<file path="src/design/lrnac_pkg.sv">
// Shared constants, types and the root table for the LRN across-channels block.
`default_nettype none

package lrnac_pkg;

   // field widths
   localparam int DATA_W   = 16;
   localparam int DEN_W    = 32;
   localparam int SCALE_W  = 32;
   localparam int EXP_W    = 16;
   localparam int WS_W     = 4;
   localparam int SUM_W    = 40;
   localparam int CNT_W    = 16;
   localparam int SQ_W     = 31;
   localparam int WIN_MAX  = 15;
   localparam int MAX_OUT  = 8;
   localparam int CSR_IDX_W = 2;
   localparam int CSR_DAT_W = 32;

   // register indexes of the csr port
   localparam logic [CSR_IDX_W-1:0] CSR_WINDOW_SIZE = 2'd0;
   localparam logic [CSR_IDX_W-1:0] CSR_SCALE       = 2'd1;
   localparam logic [CSR_IDX_W-1:0] CSR_EXPONENT    = 2'd2;

   // one window cell: the channel value and its square
   typedef struct packed {
      logic signed [DATA_W-1:0] value;
      logic [SQ_W-1:0]          square;
   } cell_word_type;

   typedef logic [31:0] root_tab_type [16];

   // integer square root, digit by digit
   function automatic logic [63:0] isqrt64(input logic [63:0] a_in);
      logic [63:0] a;
      logic [63:0] r;
      logic [63:0] bit_v;
      a = a_in;
      r = '0;
      bit_v = 64'h4000_0000_0000_0000;
      for (int i = 0; i < 32; i++) begin
         if (bit_v > a) bit_v = bit_v >> 2;
      end
      for (int i = 0; i < 32; i++) begin
         if (bit_v != 0) begin
            if (a >= r + bit_v) begin
               a = a - (r + bit_v);
               r = (r >> 1) + bit_v;
            end else begin
               r = r >> 1;
            end
            bit_v = bit_v >> 2;
         end
      end
      return r;
   endfunction

   // entry j holds 2^(-2^-(j+1)) in Q0.32
   function automatic root_tab_type make_roots();
      root_tab_type t;
      logic [63:0] v;
      v = isqrt64(64'h8000_0000_0000_0000);
      t[0] = v[31:0];
      for (int j = 1; j < 16; j++) begin
         v = isqrt64({t[j-1], 32'h0});
         t[j] = v[31:0];
      end
      return t;
   endfunction

   localparam root_tab_type ROOTS = make_roots();

endpackage

`default_nettype wire

</file>
<file path="src/design/lrnac_cell.sv">
// One window cell: holds a channel value and its square, passes them on at each shift.
`default_nettype none

module lrnac_cell (
   input  wire logic                    clock,
   input  wire logic                    shift,
   input  wire lrnac_pkg::cell_word_type word_in,
   output lrnac_pkg::cell_word_type     word_out
);
   import lrnac_pkg::*;

   cell_word_type word_ff;
   cell_word_type word_in_mux;

   // take the neighbor's word on a shift, hold otherwise
   always_comb begin
      word_in_mux = shift ? word_in : word_ff;
   end

   always_ff @(posedge clock) begin
      word_ff <= word_in_mux;
   end

   assign word_out = word_ff;

endmodule

`default_nettype wire

</file>
<file path="config.mk">
export PLATFORM = sky130hd
export DESIGN_NAME = lrnac_cell
export DESIGN_NICKNAME = d
export VERILOG_FILES = /design/src/design/lrnac_pkg.sv /design/src/design/lrnac_cell.sv
export SDC_FILE = /design/constraint.sdc
export NUM_CORES = 1
export LEC_CHECK = 0
export ABC_AREA = 1
export BUFFER_PORTS_ARGS = -buffer_cell sky130_fd_sc_hd__buf_2
export CORE_UTILIZATION = 43
export DETAILED_ROUTE_END_ITERATION = 7
export PLACE_DENSITY_LB_ADDON = 0.12
export SLEW_MARGIN = 40
export SYNTH_ARGS = -nofsm -noshare
export SYNTH_HDL_FRONTEND = slang
export SYNTH_SLANG_ARGS = --single-unit
</file>
<file path="constraint.sdc">
create_clock -name clock -period 0.8 [get_ports clock]
set_input_delay 0.12 -clock clock [delete_from_list [all_inputs] [get_ports clock]]
set_output_delay 0.12 -clock clock [all_outputs]
set_load 0.005 [all_outputs]
</file>
Word level (Yosys, flattened, before mapping)
Cells that the tools add are included.
{ "word_totals": {"wordCells": 2, "register_bits": 47} }

Logic depth before layout (Yosys ltp)
Gate-level depths: netlist of the first run.
{ "logic_depth": {"word_depth": 0, "ltp_mapped": 0, "ltp_nobuf": 0} }

Least setup slack after synthesis of the first run
No wires, ideal clock.
{ "synth_path": {"kind": "register to output", "start": "reg word_ff (netlist bit word_out[0])", "end": "out word_out[0] (netlist name)", "n_path_buf": 0, "arrival_ps": 355, "setup_slack_ps": 325, "path_stages_with_launch": 1, "t_required_ps": 680, "path_cell_list": "edfxtp_1"} }
{ "synth_rtl": {"columns": ["item", "line", "text"], "rows": [
  ["from (decl)", "lrnac_cell.sv:12", "cell_word_type word_ff;"],
  ["from (signal assigned)", "lrnac_cell.sv:21", "word_ff <= word_in_mux;"],
  ["to (decl)", "lrnac_cell.sv:8", "output lrnac_pkg::cell_word_type word_out"]
]} }
No word-level cell between the ends.

Worst setup path after layout of the first run
{ "layout_path": {"start": "reg word_ff (netlist bit word_out[0])", "end": "out word_out[0] (netlist name)"} }
No word-level cell between the ends.

==> flow_summary.toml, run 1 <==
[pwr]
p_switching_mw = 0.884
finalPower_mw = 4.50
vdd_drop_max_mv = 1.36
p_leak_nw = 1.08
p_int_mw = 3.61
power_density_nw_per_um2 = 1800
switching_share_pct = 19.7
pwr-share-clk_pct = 21.5
power.share.combinational_pct = 12.6
seq_power_share_pct = 65.9

[timing]
setup_viol = 47
period_needed_ns = 0.990
tightest_slew_ns = 0.130
finalCritPeriodShare_pct = 124
slew_headroom_pct = 91.4
setup_ws_ns = -0.190
hold_slack_ns = 0.224
finalHoldViolCount = 0
max_freq_ghz = 1.01
maxSlewViolCount = 0
rsz0062_at_grt = "yes"

[yosys]
synth_ff_type = "edfxtp_1"
synth.distinct_cells = 1
synth_top_area_share_pct = 100
ys_async_sr_fraction_pct = 0
syn_area_per_cell_sq_um = 30.0
synth_top_area_cell = "edfxtp_1"
ys_ff_latch = 47
syn_nets = 96
ys_warn_count = 0
ys_top_cells_by_area = "edfxtp_1 (100%)"
synth_area_sq_um = 1410
synthCells = 47
synth_common_cells = "edfxtp_1 (47)"
yosysMostFrequentCell = "edfxtp_1"
synth_edf_count = 47
synth.yosys.seq_area_share_pct = 100

[final_layout]
layout-drive-gt1-share_pct = 51.3
multiInputGateArea_sq_um = 0
final_cell_area_sq_um = 2500
multi_input_gates = 0
fin_nets = 247
n_antenna_cell = 0
area_growth_pct = 77.2
largest_reg_flops = 47
fillers = 185

[worst_setup_path]
slowest_stage = "edfxtp_1"
worstPathArrival_ns = 0.87
cpLargestDelayFamily = "flip-flops"
worstSetupPathType = "flip-flop to primary output"
cp-end-kind = "primary output"
crit_chain = "buf_2"
cpPeakStageDelay_ns = 0.39
crit_buf_inv = 1
required_ns = 0.68
worstPathMaxFanout = 1
cp-start-kind = "flip-flop"

[global_route]
grt_pass1_vias = 1017
grt_pass1_wl_microns = 4180
antenna_found_initial = 0
grt_max_degree = 26
gr-total-overflow = 0
grt_usage_pct = 17.6

[run_status]
status = "finished, violations left"
violations = "negative setup slack"

[detailed_routing]
first_iter_violations = 20
num_vias = 1026
post_drt_wl_per_cell_microns = 12.0
totalWireLength_microns = 2920
drtPass1Iterations = 4
ant_nets = 0
viasPerCell = 4.22
drc = 0

[place]
placed_cell_area_sq_um = 1980
dpl_worst_slack_ns = 0.0472
place.gp.congestion = 0.663
io_buffers = 95

[clock_network]
post_cts_buffers = 0
clkTransAtPathRegs_ns = 0.11
cts_tree = "done"
htreeDepth = 2
cts_inserted_buffers = 5
root_buffer = "clkbuf_4"
cts_sinks = 47
clk_path_buf_depth = 2
cts_resized = 0

[floorplan]
die_y_microns = 59.3
start_util_pct = 45.9
core_sq_um = 3080
boundaryPins = 96
dieWidth_microns = 59.3
die_area_sq_um = 3520
fp-row-count = 20

[hold_path]
holdPathStages = 2
worstHoldStart = "shift"
hold_end = "word_out[22]"
hp-class = "input pin to flip-flop"

[flow_run]
max_cap_violations = 0
-- through the flow --
step	util [%]	instances	TNS [ns]
finish	81.3	243	-8.00
global route	81.3	243	-10.90
CTS	81.3	243	-8.82
detailed placement	64.4	188	0
global placement	64.4	188	0
floorplan	-	47	0
-- power groups by stage --
stage          combinational (mW)  sequential, mW  clock, mW
2_1_floorplan                   0            3.06          0
3_3_place_gp                0.382            3.01          0
3_5_place_dp                0.387            3.02          0
4_1_cts                     0.566            2.96       1.01
5_1_grt                     0.614            2.98       1.12
6_report                    0.568            2.96      0.968
-- metal layers --
| layer | vias up | share of wire (%) | GRT usage [%] |
|---|---|---|---|
| met1 | 476 | 32 | 15.7 |
| met3 | 6 | 8.6 | 8.95 |
| met4 | 0 | 1.3 | 6.80 |
| met2 | 51 | 58 | 32.9 |
| li1 | 493 | - | - |
| met5 | - | 0 | 0 |
-- logic make-up (layout without fill, tap and decap cells) --
logic type / after synthesis / in the layout / synth area share, %
flip-flops: 47 / 47 / 100
buffers and inverters: 0 / 152 / 0
-- cells in the final DEF, fill, tap and decap left out --
cell / count
buf_2: 95
dlygate4sd3_1: 47
edfxtp_1: 47
clkbuf_4: 5
clkinv_1: 2
buf_12: 2
clkbuf_1: 1
-- final cells by class --
| cell class | instances | area (sq um) | share of cell area (%) |
|---|---|---|---|
| Clock buffer | 6 | 41.3 | 1.65 |
| Clock inverter | 2 | 7.51 | 0.300 |
| Sequential cell | 47 | 1410 | 56.4 |
| Tap cell | 44 | 55.1 | 2.20 |
| Timing Repair Buffer | 144 | 986 | 39.4 |
-- worst max path at each step --
stage                       from      endpoint  slack [ns]  cells after the start
finish               word_out[0]   word_out[0]       -0.19                      1
global route        word_out[29]  word_out[29]       -0.27                      1
CTS                  word_out[0]   word_out[0]       -0.22                      1
detailed placement         shift  word_out[39]        0.05                      2
global placement           shift  word_out[38]        0.05                      2
floorplan            word_out[0]   word_out[0]        0.32                      0
-- repair_timing --
action	4_1_cts	5_1_grt
hold buffers	47	0
endpoints found under the setup margin	47	47
endpoints found under the hold margin	47	0
pin swaps	0	0
(Power assumes the default switching activity.)
==> run 2, diff against run 1 <==
==> constraint.sdc (replaced) <==
create_clock -name clock -period 0.8 [get_ports clock]
set_input_delay 0.12 -clock clock [delete_from_list [all_inputs] [get_ports clock]]
set_output_delay 0.12 -clock clock [all_outputs]
set_load 0.05 [all_outputs]
==> run 2 against run 1 <==
Effect of this change:
- the flow still finishes with violations (negative setup slack)
- sequential power rose by 2%
- largest power group unchanged
- critical path type unchanged
- fmax fell by 9.3%
- via count is 3.9% higher
- count of clock-buffer cells in the layout stayed put
- wire length rose by 42%
- cell area is 11% higher
- die area is the same
- non-clock buffer count unchanged
==> flow_summary.toml, run 2 (same netlist as run 1, synthesis figures left out) <==
[worst_setup_path]
worstSetupPathType = "flip-flop to primary output"
cp-start-kind = "flip-flop"
required_ns = 0.68
cpLargestDelayFamily = "flip-flops"
worstPathArrival_ns = 0.97
slowest_stage = "edfxtp_1"
crit_chain = "buf_6"
worstPathMaxFanout = 1
cpPeakStageDelay_ns = 0.43
cp-end-kind = "primary output"
crit_buf_inv = 1

[flow_run]
max_cap_violations = 0

[pwr]
seq_power_share_pct = 55.3
p_switching_mw = 1.63
p_int_mw = 3.84
switching_share_pct = 29.8
power_density_nw_per_um2 = 1960
finalPower_mw = 5.47
vdd_drop_max_mv = 1.75
p_leak_nw = 1.17
power.share.combinational_pct = 26.9
pwr-share-clk_pct = 17.8

[timing]
tns_ns = -11.81
finalCritPeriodShare_pct = 136
period_needed_ns = 1.09
tightest_slew_ns = 0.135
setup_viol = 47
finalHoldViolCount = 0
slew_headroom_pct = 91.0
hold_slack_ns = 0.212
rsz0062_at_grt = "yes"
max_freq_ghz = 0.916
setup_ws_ns = -0.291
maxSlewViolCount = 0

[floorplan]
die_area_sq_um = 3520
die_y_microns = 59.3
start_util_pct = 45.9
boundaryPins = 96
fp-row-count = 20
dieWidth_microns = 59.3
core_sq_um = 3080

[final_layout]
n_antenna_cell = 0
final_cell_area_sq_um = 2790
layout-drive-gt1-share_pct = 51.8
fin_nets = 247
final_cell_mix = "buf_2 (48), dlygate4sd3_1 (47), buf_6 (47), edfxtp_1 (47), clkbuf_4 (5)"
area_growth_pct = 97.5
largest_reg_flops = 47
fillers = 125
layout_commonest_cell = "buf_2"
multi_input_gates = 0
multiInputGateArea_sq_um = 0

[clock_network]
post_cts_buffers = 0
clk_path_buf_depth = 2
cts_sinks = 47
cts_tree = "done"
htreeDepth = 2
root_buffer = "clkbuf_4"
cts_inserted_buffers = 5
clkTransAtPathRegs_ns = 0.12

[detailed_routing]
post_drt_wl_per_cell_microns = 17.1
wl_met3_microns = 249
drc = 0
first_iter_violations = 29
wl_met2_microns = 2590
viasPerCell = 4.42
drtPass1Iterations = 4
totalWireLength_microns = 4130
ant_nets = 0
num_vias = 1066
wl_met1_microns = 1190
highest_layer = "met4"

[hold_path]
hp-class = "input pin to flip-flop"

[global_route]
gr-total-overflow = 0
grt_max_degree = 26
grt_usage_pct = 25.8
grt_pass1_wl_microns = 5830
grt_pass1_vias = 1186
antenna_found_initial = 0

[run_status]
status = "finished, violations left"
violations = "negative setup slack"

[place]
placed_cell_area_sq_um = 1980
place.gp.congestion = 0.663
io_buffers = 95
==> run 2: changes by cell type in the layout (fill, tap and decap cells not counted), sizes merged <==
cell,delta
clkinv,-2
==> run 2: metrics by stage <==
step	setup slack, ns	cells	util (%)
finish	-0.291	241	90.6
floorplan	0.0794	47	-
CTS	-0.271	241	90.6
global route	-0.340	241	90.6
global placement	0.0532	188	64.4
detailed placement	0.0425	188	64.4
==> run 2: final timing paths <==
check,start,cells after the start,slack [ns],end
setup / recovery,word_out[34],1,-0.29,word_out[34]
hold / removal,shift,2,0.21,word_out[32]
==> run 2: repair_timing <==
item / 4_1_cts / 5_1_grt
hold buffers: 47 / 0
hold endpoints to repair: 47 / 0
resized for setup: 94 / 0
setup endpoints to repair: 47 / 47
==> run 2: final cells by class <==
type | count | area, sq um | share of cell area (%)
timing repair buffer | 144 | 1280 | 45.9
sequential | 47 | 1410 | 50.6
clock buffer | 6 | 41.3 | 1.48
tap | 44 | 55.1 | 1.97
==> run 2: power by group through the flow <==
stage	Combinational, mW	Clock, mW	Sequential, mW
2_1_floorplan	0	0	3.72
3_3_place_gp	1.03	0	3.01
3_5_place_dp	1.04	0	3.02
4_1_cts	1.44	0.981	3.01
5_1_grt	1.51	1.10	3.04
6_report	1.47	0.972	3.03
==> run 2: routing by layer <==
metal	vias to the layer above	GRT usage (%)
met5	-	0
met4	0	10.2
met3	9	8.95
met2	55	51.8
met1	513	22.2
li1	489	-
==> run 3, diff against run 2 <==
--- a/config.mk
+++ b/config.mk
@@ -7,6 +7,7 @@
 export LEC_CHECK = 0
 export ABC_AREA = 1
 export BUFFER_PORTS_ARGS = -buffer_cell sky130_fd_sc_hd__buf_2
+export CORE_MARGIN = 3
 export CORE_UTILIZATION = 43
 export DETAILED_ROUTE_END_ITERATION = 7
 export PLACE_DENSITY_LB_ADDON = 0.12
==> run 3 against run 2 <==
Effect of this change:
- the flow still finishes with violations (negative setup slack)
- via count up 1.5%
- critical path type unchanged
- critical endpoint is now word_out[6]
- final cell count is 1.2% higher
- sequential power is essentially flat
- highest routed layer unchanged
- sequential share of layout area fell by 0.98 points
==> flow_summary.toml, run 3 (same netlist as run 1, synthesis figures left out) <==
[timing]
max_freq_ghz = 0.921
rsz0062_at_grt = "yes"
period_needed_ns = 1.09
finalHoldViolCount = 0
setup_viol = 47
slew_headroom_pct = 89.5
tightest_slew_ns = 0.158
tns_ns = -11.55
finalCritPeriodShare_pct = 136
maxSlewViolCount = 0
setup_ws_ns = -0.285

[worst_setup_path]
startpoint = "word_out[6]"
worstPathMaxFanout = 1
worstSetupEndpoint = "word_out[6]"
slowest_stage = "edfxtp_1"
cp-start-kind = "flip-flop"
crit_chain = "buf_6"
required_ns = 0.68
worstSetupPathType = "flip-flop to primary output"
worstPathArrival_ns = 0.97
cpPeakStageDelay_ns = 0.44
cp-end-kind = "primary output"
cpLargestDelayFamily = "flip-flops"
worst-path-stages = 1
crit_buf_inv = 1

[detailed_routing]
wl_met3_microns = 358
wl_met2_microns = 2480
highest_layer = "met4"
post_drt_wl_per_cell_microns = 17.8
drtPass1Iterations = 4
drc = 0
num_vias = 1082
ant_nets = 0
wl_met1_microns = 1400
totalWireLength_microns = 4340
viasPerCell = 4.43
first_iter_violations = 46

[pwr]
vdd_drop_max_mv = 1.50
power_density_nw_per_um2 = 2070
p_leak_nw = 1.20

[floorplan]
die_y_microns = 63.3
die_area_sq_um = 4010
boundaryPins = 96
fp-row-count = 20
core_sq_um = 3100
start_util_pct = 45.5
dieWidth_microns = 63.3

[run_status]
status = "finished, violations left"
violations = "negative setup slack"

[final_layout]
final_util_pct = 91.6
multiInputGateArea_sq_um = 0
layout-drive-gt1-share_pct = 52.5
multi_input_gates = 0
fin_nets = 248
final_cells = 244
final_cell_mix = "buf_2 (48), dlygate4sd3_1 (47), buf_6 (47), edfxtp_1 (47), clkbuf_4 (5)"
layout_commonest_cell = "buf_2"
n_antenna_cell = 0
area_growth_pct = 101
largest_reg_flops = 47
fillers = 111

[place]
dpl_worst_slack_ns = 0.0146
io_buffers = 95
placedCellCount = 189
place.gp.congestion = 0.667

[global_route]
antenna_found_initial = 0
grt_max_degree = 20
grt_usage_pct = 23.7
gr-total-overflow = 0
grt_pass1_vias = 1215
grt_pass1_wl_microns = 6690

[clock_network]
cts_sinks = 47
clk_path_buf_depth = 2
cts_inserted_buffers = 5
clkTransAtPathRegs_ns = 0.13
cts_tree = "done"
root_buffer = "clkbuf_4"
htreeDepth = 2

[hold_path]
hp-class = "input pin to flip-flop"

[flow_run]
max_cap_violations = 0
## run 3: worst min-delay path by stage
stage,cells past startpoint,slack [ns],end,from
global route,2,0.22,word_out[38],shift
detailed placement,1,0.30,word_out[18],word_in[18]
floorplan,0,0.22,word_out[0],word_in[0]
global placement,1,0.30,word_out[13],word_in[13]
CTS,2,0.22,word_out[35],shift
finish,2,0.23,word_out[38],shift
## run 3: routing by layer
metal | global-route usage (%) | vias to the layer above
li1 | - | 493
met1 | 23.0 | 507
met2 | 45.5 | 70
met3 | 8.20 | 12
met4 | 8.63 | 0
met5 | 0 | -
## run 3: cell type report
type                    count  area [sq um]  share of cell area, %
flip-flops and latches     47          1410                   49.6
clock inverters             3          38.8                   1.36
well taps                  44          55.1                   1.94
repair buffers            145          1300                   45.7
clock buffers               5          37.5                   1.32
## run 3: where the power goes
part,leakage [nW],switching [mW],internal (mW)
Clock,0.0426,0.719,0.644
Sequential,0.460,0.0977,2.93
Combinational,0.698,0.880,0.606
## run 3: timing repair
action | in CTS | in global routing
setup endpoints to repair | 47 | 47
resized for setup | 94 | 0
setup buffers | 0 | 0
hold buffers | 47 | 0
hold endpoints to repair | 47 | 0
## run 3: metrics by stage
step	total power, mW	hold WS [ns]	cell area [sq um]
finish	5.87	0.231	2840
global route	6.07	0.218	2840
CTS	5.81	0.221	2840
detailed placement	4.07	0.298	2000
global placement	4.06	0.296	2000
floorplan	3.72	0.219	1410
